==> config.mk <==
export PLATFORM = sky130hd
export DESIGN_NAME = asn1_validity_window_check_flat
export DESIGN_NICKNAME = d
export VERILOG_FILES = /design/src/hdl/asn1vw_pkg.sv /design/src/hdl/asn1vw_if.sv /design/src/hdl/asn1_validity_window_check.sv /design/src/hdl/asn1vw_field_decode.sv /design/src/hdl/asn1vw_time_pipe.sv /design/src/flat_wrapper.sv
export VERILOG_INCLUDE_DIRS = /design/src /design/src/hdl
export SDC_FILE = /design/constraint.sdc
export NUM_CORES = 2
export LEC_CHECK = 0
export BUFFER_PORTS_ARGS = -buffer_cell sky130_fd_sc_hd__buf_2
export CORE_MARGIN = 2
export CORE_UTILIZATION = 50
export DETAILED_ROUTE_END_ITERATION = 10
export MAX_ROUTING_LAYER = met4
export PLACE_DENSITY = 0.67
export SYNTH_ARGS = -nofsm -noshare
export SYNTH_HDL_FRONTEND = slang
export SYNTH_SLANG_ARGS = --single-unit
==> constraint.sdc <==
create_clock -name clk -period 33.3 [get_ports clk]
set_clock_uncertainty 0.1 [all_clocks]
set_input_delay 0 -clock clk [delete_from_list [all_inputs] [get_ports clk]]
set_output_delay 0 -clock clk [all_outputs]
set_load 0.03 [all_outputs]
==> src/hdl/asn1_validity_window_check_macros.svh <==
// Assertion macros for the validity window check.
// Included by the RTL files that carry concurrent checks; no dependencies.
`ifndef ASN1_VALIDITY_WINDOW_CHECK_MACROS_SVH
`define ASN1_VALIDITY_WINDOW_CHECK_MACROS_SVH
`ifndef SYNTHESIS
`define ASN1VW_ASSERT_IMP(lbl, clk, rst_n, ante, cons, msg) \
	lbl: assert property (@(posedge clk) disable iff (!rst_n) (ante) |-> (cons)) \
		else $error(msg);
`define ASN1VW_ASSERT_NXT(lbl, clk, rst_n, ante, cons, msg) \
	lbl: assert property (@(posedge clk) disable iff (!rst_n) (ante) |=> (cons)) \
		else $error(msg);
`else
`define ASN1VW_ASSERT_IMP(lbl, clk, rst_n, ante, cons, msg)
`define ASN1VW_ASSERT_NXT(lbl, clk, rst_n, ante, cons, msg)
`endif
`endif

==> src/hdl/asn1vw_pkg.sv <==
// Shared types, constants and the month offset table for the window check.
// No dependencies.
`timescale 1ns / 1ps
`default_nettype none
package asn1vw_pkg;
	localparam int NOW_W  = 40;
	localparam int SECS_W = 39;
	localparam int TOT_W  = 41;
	localparam int YEAR_W = 14;

	localparam logic [7:0] TAG_UTC     = 8'h17;
	localparam logic [7:0] TAG_GEN     = 8'h18;
	localparam logic [7:0] LEN_UTC_MIN = 8'd13;
	localparam logic [7:0] LEN_GEN_MIN = 8'd15;

	localparam logic [13:0] YEAR_OFFSET  = 14'd400;
	localparam logic [12:0] DIV400_MUL   = 13'd5243;
	localparam int          DIV400_SHIFT = 21;
	localparam logic [17:0] DAYS_PER_ERA = 18'd146097;
	localparam logic [23:0] EPOCH_BIAS   = 24'd865565;
	localparam logic [16:0] SECS_PER_DAY = 17'd86400;

	typedef struct packed {
		logic              ok;
		logic [YEAR_W-1:0] year;
		logic [3:0]        mon;
		logic [4:0]        day;
		logic [6:0]        hh;
		logic [6:0]        mm;
		logic [6:0]        ss;
	} fields_t;

	// Day of year at which a March-based month starts.
	function automatic logic [8:0] month_start(input logic [3:0] mp);
		logic [8:0] r;
		unique case (mp)
			4'd0:    r = 9'd0;
			4'd1:    r = 9'd31;
			4'd2:    r = 9'd61;
			4'd3:    r = 9'd92;
			4'd4:    r = 9'd122;
			4'd5:    r = 9'd153;
			4'd6:    r = 9'd184;
			4'd7:    r = 9'd214;
			4'd8:    r = 9'd245;
			4'd9:    r = 9'd275;
			4'd10:   r = 9'd306;
			4'd11:   r = 9'd337;
			default: r = 9'd0;
		endcase
		return r;
	endfunction
endpackage
`default_nettype wire

==> src/hdl/asn1vw_if.sv <==
// Valid/ready channel interfaces for timestamp queries and window verdicts.
// Depends on asn1vw_pkg.
`timescale 1ns / 1ps
`default_nettype none
interface asn1vw_query_if;
	logic                         valid;
	logic                         ready;
	logic [asn1vw_pkg::NOW_W-1:0] now_seconds;
	logic [7:0]                   begin_tag;
	logic [7:0]                   begin_length;
	logic [63:0]                  begin_bytes_head;
	logic [47:0]                  begin_bytes_tail;
	logic [7:0]                   end_tag;
	logic [7:0]                   end_length;
	logic [63:0]                  end_bytes_head;
	logic [47:0]                  end_bytes_tail;

	modport source (output valid, now_seconds, begin_tag, begin_length, begin_bytes_head,
		begin_bytes_tail, end_tag, end_length, end_bytes_head, end_bytes_tail, input ready);
	modport sink (input valid, now_seconds, begin_tag, begin_length, begin_bytes_head,
		begin_bytes_tail, end_tag, end_length, end_bytes_head, end_bytes_tail, output ready);
endinterface

interface asn1vw_verdict_if;
	logic                                valid;
	logic                                ready;
	logic                                in_window;
	logic signed [asn1vw_pkg::SECS_W-1:0] begin_seconds;
	logic signed [asn1vw_pkg::SECS_W-1:0] end_seconds;
	logic                                begin_malformed;
	logic                                end_malformed;

	modport source (output valid, in_window, begin_seconds, end_seconds, begin_malformed,
		end_malformed, input ready);
	modport sink (input valid, in_window, begin_seconds, end_seconds, begin_malformed,
		end_malformed, output ready);
endinterface
`default_nettype wire

==> src/hdl/asn1_validity_window_check.sv <==
// Top level: two time conversion pipelines, window compare and output register.
// Depends on asn1vw_pkg, asn1vw_if, asn1vw_time_pipe and the assertion macros.
//
// channel  dir  handshake     payload
// query    in   valid/ready   now_seconds, begin_*/end_* tag, length, bytes
// verdict  out  valid/ready   in_window, begin/end_seconds, begin/end_malformed
//
// One item per cycle when not stalled; stages decode, era, era offset, day count,
// seconds, compare. The whole pipeline advances when the output register is empty
// or taken, so a stall freezes every stage. Reset clears the stage valid bits only.
`timescale 1ns / 1ps
`default_nettype none
`include "asn1_validity_window_check_macros.svh"
module asn1_validity_window_check (
	input  logic             clk,
	input  logic             arst_n,
	asn1vw_query_if.sink     query,
	asn1vw_verdict_if.source verdict
);
	logic adv;
	logic v_s1, v_s2, v_s3, v_s4, v_s5, v_s6;

	assign adv         = !v_s6 || verdict.ready;
	assign query.ready = adv;

	logic signed [asn1vw_pkg::TOT_W-1:0] btot_s5, etot_s5;
	logic                                bok_s5, eok_s5;
	logic [asn1vw_pkg::NOW_W-1:0]        now_s1, now_s2, now_s3, now_s4, now_s5;

	asn1vw_time_pipe u_begin (
		.clk       (clk),
		.adv       (adv),
		.tag       (query.begin_tag),
		.length    (query.begin_length),
		.bytes_head(query.begin_bytes_head),
		.bytes_tail(query.begin_bytes_tail),
		.total_s5  (btot_s5),
		.ok_s5     (bok_s5)
	);

	asn1vw_time_pipe u_end (
		.clk       (clk),
		.adv       (adv),
		.tag       (query.end_tag),
		.length    (query.end_length),
		.bytes_head(query.end_bytes_head),
		.bytes_tail(query.end_bytes_tail),
		.total_s5  (etot_s5),
		.ok_s5     (eok_s5)
	);

	logic bbad, ebad, ge, le, inw;
	logic [asn1vw_pkg::TOT_W-1:0] now_ext;

	always_comb begin
		now_ext = asn1vw_pkg::TOT_W'(now_s5);
		bbad    = !bok_s5 || (btot_s5 == '0);
		ebad    = !eok_s5 || (etot_s5 == '0);
		// negative times compare as huge unsigned values
		ge      = !btot_s5[asn1vw_pkg::TOT_W-1] && (now_ext >= $unsigned(btot_s5));
		le      = etot_s5[asn1vw_pkg::TOT_W-1] || (now_ext <= $unsigned(etot_s5));
		inw     = !bbad && !ebad && ge && le;
	end

	logic                                 inw_s6, bbad_s6, ebad_s6;
	logic signed [asn1vw_pkg::SECS_W-1:0] bsec_s6, esec_s6;

	always_ff @(posedge clk or negedge arst_n) begin
		if (!arst_n) begin
			v_s1 <= 1'b0;
			v_s2 <= 1'b0;
			v_s3 <= 1'b0;
			v_s4 <= 1'b0;
			v_s5 <= 1'b0;
			v_s6 <= 1'b0;
		end else if (adv) begin
			v_s1 <= query.valid;
			v_s2 <= v_s1;
			v_s3 <= v_s2;
			v_s4 <= v_s3;
			v_s5 <= v_s4;
			v_s6 <= v_s5;
		end
	end

	always_ff @(posedge clk) begin
		if (adv) begin
			now_s1  <= query.now_seconds;
			now_s2  <= now_s1;
			now_s3  <= now_s2;
			now_s4  <= now_s3;
			now_s5  <= now_s4;
			inw_s6  <= inw;
			bbad_s6 <= bbad;
			ebad_s6 <= ebad;
			bsec_s6 <= bbad ? '0 : btot_s5[asn1vw_pkg::SECS_W-1:0];
			esec_s6 <= ebad ? '0 : etot_s5[asn1vw_pkg::SECS_W-1:0];
		end
	end

	assign verdict.valid           = v_s6;
	assign verdict.in_window       = inw_s6;
	assign verdict.begin_seconds   = bsec_s6;
	assign verdict.end_seconds     = esec_s6;
	assign verdict.begin_malformed = bbad_s6;
	assign verdict.end_malformed   = ebad_s6;

	`ASN1VW_ASSERT_IMP(a_win_wellformed, clk, arst_n, verdict.valid && verdict.in_window, !verdict.begin_malformed && !verdict.end_malformed, "window set with malformed time")
	`ASN1VW_ASSERT_IMP(a_win_begin_pos, clk, arst_n, verdict.valid && verdict.in_window, !verdict.begin_seconds[asn1vw_pkg::SECS_W-1], "window set with negative begin")
	`ASN1VW_ASSERT_IMP(a_bad_zero, clk, arst_n, verdict.valid && verdict.begin_malformed, verdict.begin_seconds == '0, "malformed begin carries seconds")
	`ASN1VW_ASSERT_NXT(a_accept_enters, clk, arst_n, query.valid && query.ready, v_s1, "accepted item lost at entry")
endmodule
`default_nettype wire

==> src/hdl/asn1vw_field_decode.sv <==
// Splits one ASN.1 time body into binary date and clock fields and checks format.
// Depends on asn1vw_pkg.
`timescale 1ns / 1ps
`default_nettype none
module asn1vw_field_decode (
	input  logic [7:0]          tag,
	input  logic [7:0]          length,
	input  logic [63:0]         bytes_head,
	input  logic [47:0]         bytes_tail,
	output asn1vw_pkg::fields_t fields
);
	logic [7:0]  b   [14];
	logic [3:0]  dv  [14];
	logic [13:0] isdig;
	logic [7:0]  pv  [13];

	genvar i;
	generate
		for (i = 0; i < 14; i++) begin : g_byte
			if (i < 8) begin : g_head
				assign b[i] = bytes_head[63-8*i -: 8];
			end else begin : g_tail
				assign b[i] = bytes_tail[47-8*(i-8) -: 8];
			end
			assign dv[i]    = b[i][3:0];
			assign isdig[i] = (b[i] >= 8'h30) && (b[i] <= 8'h39);
		end
		for (i = 0; i < 13; i++) begin : g_pair
			assign pv[i] = 8'(dv[i]) * 8'd10 + 8'(dv[i+1]);
		end
	endgenerate

	logic       utc, gen, dig_ok;
	logic [7:0] mon, day, hh, mm, ss;

	always_comb begin
		utc    = (tag == asn1vw_pkg::TAG_UTC) && (length >= asn1vw_pkg::LEN_UTC_MIN);
		gen    = (tag == asn1vw_pkg::TAG_GEN) && (length >= asn1vw_pkg::LEN_GEN_MIN);
		dig_ok = gen ? (&isdig) : (&isdig[11:0]);
		mon    = gen ? pv[4]  : pv[2];
		day    = gen ? pv[6]  : pv[4];
		hh     = gen ? pv[8]  : pv[6];
		mm     = gen ? pv[10] : pv[8];
		ss     = gen ? pv[12] : pv[10];
		if (gen)
			fields.year = 14'(pv[0]) * 14'd100 + 14'(pv[2]);
		else if (pv[0] < 8'd50)
			fields.year = 14'd2000 + 14'(pv[0]);
		else
			fields.year = 14'd1900 + 14'(pv[0]);
		fields.ok  = (utc || gen) && dig_ok && (mon >= 8'd1) && (mon <= 8'd12)
			&& (day >= 8'd1) && (day <= 8'd31);
		fields.mon = mon[3:0];
		fields.day = day[4:0];
		fields.hh  = hh[6:0];
		fields.mm  = mm[6:0];
		fields.ss  = ss[6:0];
	end
endmodule
`default_nettype wire

==> src/hdl/asn1vw_time_pipe.sv <==
// Five-stage conversion of one ASN.1 time to signed Unix seconds (civil days method).
// Depends on asn1vw_pkg and asn1vw_field_decode.
`timescale 1ns / 1ps
`default_nettype none
module asn1vw_time_pipe (
	input  logic                                clk,
	input  logic                                adv,
	input  logic [7:0]                          tag,
	input  logic [7:0]                          length,
	input  logic [63:0]                         bytes_head,
	input  logic [47:0]                         bytes_tail,
	output logic signed [asn1vw_pkg::TOT_W-1:0] total_s5,
	output logic                                ok_s5
);
	asn1vw_pkg::fields_t fd, f_s1;

	asn1vw_field_decode u_dec (
		.tag       (tag),
		.length    (length),
		.bytes_head(bytes_head),
		.bytes_tail(bytes_tail),
		.fields    (fd)
	);

	// stage 2: shifted year, era by reciprocal, day of year, clock seconds
	logic [3:0]  mp;
	logic [13:0] yadj;
	logic [26:0] qprod;
	logic [18:0] hms;
	logic [8:0]  doy;
	logic [13:0] yadj_s2;
	logic [4:0]  q_s2;
	logic [18:0] hms_s2, hms_s3, hms_s4;
	logic [8:0]  doy_s2, doy_s3;
	logic        ok_s2, ok_s3, ok_s4;

	always_comb begin
		mp    = (f_s1.mon > 4'd2) ? f_s1.mon - 4'd3 : f_s1.mon + 4'd9;
		yadj  = f_s1.year + asn1vw_pkg::YEAR_OFFSET - 14'(f_s1.mon <= 4'd2);
		qprod = 27'(yadj) * 27'(asn1vw_pkg::DIV400_MUL);
		hms   = 19'(f_s1.hh) * 19'd3600 + 19'(f_s1.mm) * 19'd60 + 19'(f_s1.ss);
		doy   = asn1vw_pkg::month_start(mp) + 9'(f_s1.day) - 9'd1;
	end

	// stage 3: year of era, era day offset
	logic [8:0]  yoe, yoe_s3;
	logic [21:0] qmul_s3;

	assign yoe = 9'(yadj_s2 - 14'(q_s2) * 14'd400);

	// stage 4: day of era and day count from the epoch
	logic [1:0]         hund;
	logic [17:0]        doe;
	logic signed [23:0] days, days_s4;

	always_comb begin
		if (yoe_s3 >= 9'd300)      hund = 2'd3;
		else if (yoe_s3 >= 9'd200) hund = 2'd2;
		else if (yoe_s3 >= 9'd100) hund = 2'd1;
		else                       hund = 2'd0;
		doe  = 18'(yoe_s3) * 18'd365 + 18'(yoe_s3[8:2]) - 18'(hund) + 18'(doy_s3);
		days = $signed(24'(qmul_s3) + 24'(doe) - asn1vw_pkg::EPOCH_BIAS);
	end

	// stage 5: seconds
	logic signed [asn1vw_pkg::TOT_W-1:0] tot;

	assign tot = asn1vw_pkg::TOT_W'(days_s4)
		* $signed(asn1vw_pkg::TOT_W'(asn1vw_pkg::SECS_PER_DAY))
		+ $signed(asn1vw_pkg::TOT_W'(hms_s4));

	always_ff @(posedge clk) begin
		if (adv) begin
			f_s1     <= fd;
			yadj_s2  <= yadj;
			q_s2     <= qprod[asn1vw_pkg::DIV400_SHIFT +: 5];
			hms_s2   <= hms;
			doy_s2   <= doy;
			ok_s2    <= f_s1.ok;
			yoe_s3   <= yoe;
			qmul_s3  <= 22'(q_s2) * 22'(asn1vw_pkg::DAYS_PER_ERA);
			hms_s3   <= hms_s2;
			doy_s3   <= doy_s2;
			ok_s3    <= ok_s2;
			days_s4  <= days;
			hms_s4   <= hms_s3;
			ok_s4    <= ok_s3;
			total_s5 <= tot;
			ok_s5    <= ok_s4;
		end
	end
endmodule
`default_nettype wire
==> src/flat_wrapper.sv <==
// flat-port wrapper written by rule: the top's interface ports become plain ports
module asn1_validity_window_check_flat 
  (clk, arst_n, query_valid, query_now_seconds, query_begin_tag, query_begin_length, query_begin_bytes_head, query_begin_bytes_tail, query_end_tag, query_end_length, query_end_bytes_head, query_end_bytes_tail, query_ready, verdict_valid, verdict_in_window, verdict_begin_seconds, verdict_end_seconds, verdict_begin_malformed, verdict_end_malformed, verdict_ready);
  asn1vw_query_if query_i ();
  asn1vw_verdict_if verdict_i ();
  input  logic clk;
  input  logic arst_n;
  input wire logic [$bits(query_i.valid)-1:0] query_valid;
  input wire logic [$bits(query_i.now_seconds)-1:0] query_now_seconds;
  input wire logic [$bits(query_i.begin_tag)-1:0] query_begin_tag;
  input wire logic [$bits(query_i.begin_length)-1:0] query_begin_length;
  input wire logic [$bits(query_i.begin_bytes_head)-1:0] query_begin_bytes_head;
  input wire logic [$bits(query_i.begin_bytes_tail)-1:0] query_begin_bytes_tail;
  input wire logic [$bits(query_i.end_tag)-1:0] query_end_tag;
  input wire logic [$bits(query_i.end_length)-1:0] query_end_length;
  input wire logic [$bits(query_i.end_bytes_head)-1:0] query_end_bytes_head;
  input wire logic [$bits(query_i.end_bytes_tail)-1:0] query_end_bytes_tail;
  output wire logic [$bits(query_i.ready)-1:0] query_ready;
  output wire logic [$bits(verdict_i.valid)-1:0] verdict_valid;
  output wire logic [$bits(verdict_i.in_window)-1:0] verdict_in_window;
  output wire logic [$bits(verdict_i.begin_seconds)-1:0] verdict_begin_seconds;
  output wire logic [$bits(verdict_i.end_seconds)-1:0] verdict_end_seconds;
  output wire logic [$bits(verdict_i.begin_malformed)-1:0] verdict_begin_malformed;
  output wire logic [$bits(verdict_i.end_malformed)-1:0] verdict_end_malformed;
  input wire logic [$bits(verdict_i.ready)-1:0] verdict_ready;
  assign query_i.valid = query_valid;
  assign query_i.now_seconds = query_now_seconds;
  assign query_i.begin_tag = query_begin_tag;
  assign query_i.begin_length = query_begin_length;
  assign query_i.begin_bytes_head = query_begin_bytes_head;
  assign query_i.begin_bytes_tail = query_begin_bytes_tail;
  assign query_i.end_tag = query_end_tag;
  assign query_i.end_length = query_end_length;
  assign query_i.end_bytes_head = query_end_bytes_head;
  assign query_i.end_bytes_tail = query_end_bytes_tail;
  assign query_ready = query_i.ready;
  assign verdict_valid = verdict_i.valid;
  assign verdict_in_window = verdict_i.in_window;
  assign verdict_begin_seconds = verdict_i.begin_seconds;
  assign verdict_end_seconds = verdict_i.end_seconds;
  assign verdict_begin_malformed = verdict_i.begin_malformed;
  assign verdict_end_malformed = verdict_i.end_malformed;
  assign verdict_i.ready = verdict_ready;
  asn1_validity_window_check u_core (.clk(clk), .arst_n(arst_n), .query(query_i), .verdict(verdict_i));
endmodule
# Yosys cells after proc, flatten, opt, wreduce, memory -nomap -nowiden
# Memories as Yosys holds them, arrays and structs flattened.
# Index checks and enable logic that the tools add are counted.
dict set report classes {
  reduce_logical 64
  magnitude_cmp 82
  addsub 50
  n_eq_ne 4
  mul 30
  mux 24
}
# cell count
set op_table {}
lappend op_table {{>= comparator 8 x 6 -> 1 bit (second input constant)} 28}
lappend op_table {{<= comparator 8 x 6 -> 1 bit (second input constant)} 28}
lappend op_table {{adder 41 x 20 -> 41 bit} 2}
lappend op_table {{logical NOT 41 bit} 2}
lappend op_table {{multiplier 24 x 11 -> 34 bit (second input constant)} 2}
lappend op_table {{adder 8 x 4 -> 8 bit} 8}
lappend op_table {{multiplier 4 x 3 -> 7 bit (second input constant)} 8}
lappend op_table {{2-to-1 mux 14 bit} 4}
lappend op_table {{multiplier 14 x 13 -> 26 bit (second input constant)} 2}
lappend op_table {{adder 11 x 8 -> 12 bit (first input constant)} 4}
lappend op_table {{subtractor 23 x 20 -> 24 bit (second input constant)} 2}
lappend op_table {{adder 22 x 18 -> 23 bit} 2}
lappend op_table {{logical AND 1 bit} 46}
lappend op_table {{multiplier 5 x 18 -> 22 bit (second input constant)} 2}
lappend op_table {{adder 7 x 4 -> 7 bit} 6}
lappend op_table {{2-to-1 mux 7 bit} 6}
lappend op_table {{>= comparator 40 x 41 -> 1 bit} 1}
lappend op_table {{<= comparator 40 x 41 -> 1 bit} 1}
lappend op_table {{adder 19 x 13 -> 19 bit} 2}
lappend op_table {{adder 19 x 7 -> 19 bit} 2}
lappend op_table {{adder 18 x 7 -> 18 bit} 2}
lappend op_table {{adder 18 x 9 -> 18 bit} 2}
lappend op_table {{multiplier 4 x 3 -> 6 bit (second input constant)} 6}
lappend op_table {{multiplier 9 x 9 -> 18 bit (second input constant)} 2}
lappend op_table {{other kinds (32)} 84}
dict set report totals {
  word_cells 316
  romBits 288
  output_inout_bits 83
  memories 2
  inputBits 300
  ff_bits 755
}
# memory depth word_bits read_ports rd_ports_with_merged_regs write_ports line_no
set memory_table {}
lappend memory_table {{(name not given)} 16 9 1 0 0 asn1vw_pkg.sv:36} ;# unique case (mp)
lappend memory_table {{(name not given)} 16 9 1 0 0 asn1vw_pkg.sv:36}

# Logic depth before layout (Yosys ltp)
dict set report logic_depth {
  ltp_word 9
  depth_mapped 38
  depth_no_buf 38
}

# Modules after synthesis
# A second synthesis with hierarchy kept.
dict set report unflattened {
  hier_cells 6079
  area_unflattened_um2 67129.4
}
# module instances seq_area_each_um2 cells_each area_each_um2
set by_module_without_submodules {}
lappend by_module_without_submodules {{asn1vw_time_pipe (u_core.u_end)} 1 7026.7 2226 24176.9}
lappend by_module_without_submodules {{asn1vw_time_pipe (u_core.u_begin)} 1 7026.7 2200 24028.0}
lappend by_module_without_submodules {asn1_validity_window_check 1 8588.2 697 11299.6}
lappend by_module_without_submodules {{asn1vw_field_decode (u_core.u_begin.u_dec)} 1 0.0 498 3862.5}
lappend by_module_without_submodules {{asn1vw_field_decode (u_core.u_end.u_dec)} 1 0.0 458 3762.4}

# Worst setup path after synthesis
# No wires, ideal clock.
dict set report synth_timing {
  path_type {reg2reg}
  from {register u_core.v_s6 (netlist: u_core.verdict.valid)}
  to {register u_core.v_s1}
  path_slack_ns 9.117
  period_less_slack_ns 24.183
  required_ns 33.024
  t_arrival_ns 23.907
  setup_time_ns 0.176
  path_stages_with_launch 4
  n_path_buf 1
  cell_sequence {dfrtp_1 nand2b_1 clkbuf_1 mux2_2}
}
dict set report synth_via {
  elab_chain_len 2
}
# element line_no
set synth_lines {}
lappend synth_lines {{start: declaration} asn1_validity_window_check.sv:21} ;# logic v_s1, v_s2, v_s3, v_s4, v_s5, v_s6;
lappend synth_lines {{start signal: assignment} asn1_validity_window_check.sv:82} ;# v_s6 <= v_s5;
lappend synth_lines {{logical NOT 1 bit} asn1_validity_window_check.sv:23} ;# assign adv = !v_s6 || verdict.ready;
lappend synth_lines {{logical OR 1 bit} asn1_validity_window_check.sv:23}
lappend synth_lines {{named net query_ready} flat_wrapper.sv:18} ;# output wire logic [$bits(query_i.ready)-1:0] query_ready;
lappend synth_lines {{end signal: assignment} asn1_validity_window_check.sv:77} ;# v_s1 <= query.valid;
lappend synth_lines {{end: declaration} asn1_validity_window_check.sv:21}
# The timed path passes the listed nets, and every way through them passes these cells.
# A chain may end at the register's enable or synchronous reset.

# Worst setup path in the final report
dict set report layout_timing {
  from {register u_core.u_end.f_s1[26] (netlist name)}
  to {register u_core.u_end.q_s2[4] (data pin)}
}
dict set report layout_via {
  elab_chain_len 3
}
# element line_no
set layout_lines {}
lappend layout_lines {{start: declaration} asn1vw_time_pipe.sv:15} ;# asn1vw_pkg::fields_t fd, f_s1;
lappend layout_lines {{start signal: assignment} asn1vw_time_pipe.sv:74} ;# f_s1 <= fd;
lappend layout_lines {{<= comparator 4 x 2 -> 1 bit} asn1vw_time_pipe.sv:39} ;# yadj = f_s1.year + asn1vw_pkg::YEAR_OFFSET - 14'(f_s1.mon <= 4'd2);
lappend layout_lines {{subtractor 14 x 1 -> 14 bit} asn1vw_time_pipe.sv:39}
lappend layout_lines {{multiplier 14 x 13 -> 26 bit} asn1vw_time_pipe.sv:40} ;# qprod = 27'(yadj) * 27'(asn1vw_pkg::DIV400_MUL);
lappend layout_lines {{named net u_core.u_end.qprod[25]} asn1vw_time_pipe.sv:28} ;# logic [26:0] qprod;
lappend layout_lines {{end signal: assignment} asn1vw_time_pipe.sv:76} ;# q_s2 <= qprod[asn1vw_pkg::DIV400_SHIFT +: 5];
lappend layout_lines {{end: declaration} asn1vw_time_pipe.sv:32} ;# logic [4:0] q_s2;
# The timed path passes the listed nets, and every way through them passes these cells.

==> results.ini <==
[yosys]
netlist_instances=5973
ys_warn_count=0
synth.avg_cell_area_um2=11.1
synth_ff_type=edfxtp_1
syn_area_um2=66400
yosys-top-cells-area=edfxtp_1 34%, ha_1 22%, fa_1 14%, inv_1 6.7%, xnor2_1 4.2%
synth_top_area_share=0.339
synth-seq-cells=755
seq_area_frac_synth=0.341
synth.distinct_cells=100
synth_most_common_cell=ha_1
yosys.area.top_type=edfxtp_1
synthArstFlopShare=0.00795
synth_edf_count=749
synth_common_cells=1178 x ha_1, 1177 x inv_1, 749 x edfxtp_1
synth_nets=7913

[final_layout]
multi_input_area_um2=39200
num_antenna_cells=0
nFillCells=11043
area_growth_pct=13.9
drive_gt1_frac=0.0911
finalNetCount=8589
seq_area_um2=22600

[floorplanning]
rows=133
ios=383
core-area_um2=132000
fp.dieW_um=368
initial_core_util=0.505
chipHeight_um=368
die_area_um2=136000

[clock_network]
postCtsSetupBuffers=0
clock-root-buffer=clkbuf_16
clock_latency_ns=0.72
numCtsBuffers=84
cts_tree=yes
htreeDepth=3
cts_buffer_depth=3
cts.sinks=755
clk_pin_slew_ns=0.06

[global_routing]
grt_pass1_wl_mm=229
grt_max_degree=193
grt_usage=0.214
grt_pass1_vias=44778
antenna_found_initial=3
grt_overflow=0

[worst_setup_path]
crit_fanout=9
crit_path_end_kind=register
crit_buf_inv=8
crit_path_start_kind=register
cpMostUsedCell=inv_1
crit_required_ns=33.65
crit_family=adder cells
crit_type=reg2reg
cpMaxStageDelayCell=fa_1
slowest_delay_ns=0.57
arrival_ns=8.87

[route]
vias=43850
first_pass_iters=5
vias_per_cell=5.17
postRouteAntennaNets=0
initialDrtViolationCount=2518
drc=0
route.detailed.wl_per_inst_um=16.4
drt_wl_total_mm=139

[timing]
min_period_ns=8.52
max_freq_ghz=0.117
slew_headroom=0.260
tns_ns=0
setup_viol=0
final_hold_viol_count=0
drv_slew=0
worst_pin_slew_ns=1.10
timing.final.crit_share=0.256
rsz0062_at_grt=no

[run_status]
run_status=finished, final reports clean

[placed_design]
port_buffers=382
place_hpwl_mm=112
place.gp.congestion=0.915

[hold_path]
hp-class=in2reg

[job]
max_cap_violations=0

per-stage QoR:
| stage | util | hold WS (ns) | cells | instance area, um2 | setup slack [ns] |
|---|---|---|---|---|---|
| after floorplan | - | -0.396 | 5973 | 66400 | 9.12 |
| after global placement | 0.536 | -0.273 | 8085 | 70500 | 24.89 |
| after detailed placement | 0.536 | -0.270 | 8085 | 70500 | 24.75 |
| after CTS | 0.575 | 0.000103 | 8474 | 75700 | 24.72 |
| after global routing | 0.575 | 0.0392 | 8474 | 75700 | 23.96 |
| final | 0.575 | 0.0618 | 8474 | 75700 | 24.78 |
cell families after synthesis:
kind of cell,share of synthesized area
adder cells (fa/ha/maj),0.361
buffers and inverters,0.0694
AND/OR/NAND/NOR,0.0741
AO/OA/AOI/OAI,0.0873
flip-flops,0.341
XOR/XNOR,0.0585
multiplexers,0.00868
tightest hold or removal path: cells and delay by family:
family                   cells  cell delay, ns
buffers and inverters        2            0.22
AO/OA/AOI/OAI                1            0.21
adder cells (fa/ha/maj)      1            0.28
layer usage:
layer  GRT usage  vias up  share of wire  wire (um)
li1            -    21790              -          -
met3      0.0237      171          0.038       5350
met2       0.347      853           0.47      65300
met1       0.287    21036           0.47      65300
met5           -        -              0          0
met4      0.0574        0          0.024       3340
flip-flops by register name, indices dropped and copies added (netlist names), 22 cells and up:
register / flops
u_core.u_begin.qmul_s3: 22
u_core.u_begin.f_s1: 45
u_core.now_s4: 40
u_core.verdict.begin_seconds: 39
u_core.now_s1: 40
u_core.now_s5: 40
u_core.u_end.qmul_s3: 22
u_core.u_begin.days_s4: 24
u_core.verdict.end_seconds: 39
u_core.u_end.f_s1: 45
u_core.u_end.total_s5: 41
u_core.now_s3: 40
u_core.u_end.days_s4: 24
u_core.now_s2: 40
u_core.u_begin.total_s5: 41
placed cells by master (no fill, tap or decap), types with 14 or more instances in the layout:
| cell | Yosys | final |
|---|---|---|
| nor3_1 | 54 | 54 |
| a211oi_1 | 25 | 25 |
| a21o_1 | 132 | 132 |
| nor2b_1 | 51 | 51 |
| o21bai_1 | 56 | 56 |
| edfxtp_1 | 749 | 749 |
| nand2_1 | 217 | 217 |
| a31oi_1 | 25 | 25 |
| ha_1 | 1178 | 1178 |
| and2_1 | 24 | 24 |
| xor2_1 | 124 | 124 |
| clkinv_2 | 0 | 14 |
| xnor2_1 | 316 | 316 |
| clkinv_1 | 0 | 18 |
| nor4b_1 | 14 | 14 |
| buf_4 | 2 | 14 |
| a21oi_1 | 291 | 290 |
| o211ai_1 | 20 | 20 |
| buf_2 | 5 | 382 |
| nand4_1 | 47 | 47 |
| o21ai_0 | 169 | 169 |
| mux2_2 | 23 | 23 |
| or3_1 | 15 | 15 |
| inv_1 | 1177 | 1177 |
| clkbuf_16 | 0 | 84 |
| dlygate4sd3_1 | 0 | 233 |
| nand2b_1 | 35 | 34 |
| o21a_1 | 31 | 31 |
| and3_1 | 29 | 29 |
| mux2i_1 | 28 | 28 |
| fa_1 | 462 | 462 |
| nor2_1 | 278 | 278 |
| nand3_1 | 93 | 93 |
| nor4_1 | 37 | 37 |
layout make-up:
class / instances / share of cell area
multi-input cells: 3998 / 0.518
repair buffers: 631 / 0.0580
clock buffers: 94 / 0.0283
inverters: 1179 / 0.0585
flip-flops and latches: 755 / 0.299
clock inverters: 62 / 0.00898
well taps: 1755 / 0.0290
final timing paths:
kind | from | endpoint | slack, ns | cells past startpoint
setup / recovery | u_core.u_end.f_s1[26]$_DFFE_PP_ | u_core.u_end.q_s2[4]$_DFFE_PP_ | 24.78 | 36
min in group asynchronous | arst_n | u_core.v_s1$_DFFE_PN0P_ | 0.11 | 3
hold reg to reg | u_core.now_s2[39]$_DFFE_PP_ | u_core.now_s3[39]$_DFFE_PP_ | 0.28 | 0
setup reg to reg | u_core.u_end.f_s1[26]$_DFFE_PP_ | u_core.u_end.q_s2[4]$_DFFE_PP_ | 24.78 | 36
max in group asynchronous | arst_n | u_core.v_s5$_DFFE_PN0P_ | 32.78 | 3
hold / removal | query_begin_bytes_head[56] | u_core.u_begin.f_s1[31]$_DFFE_PP_ | 0.06 | 4
repair_timing:
action                                 in CTS  in global routing
resized for setup                           0                  0
endpoints found under the hold margin     123                  0
hold buffers                              233                  0
Power is left out: the tool's default activity adds up to more than one toggle a clock period on the data nets, which glitch-free logic cannot reach.
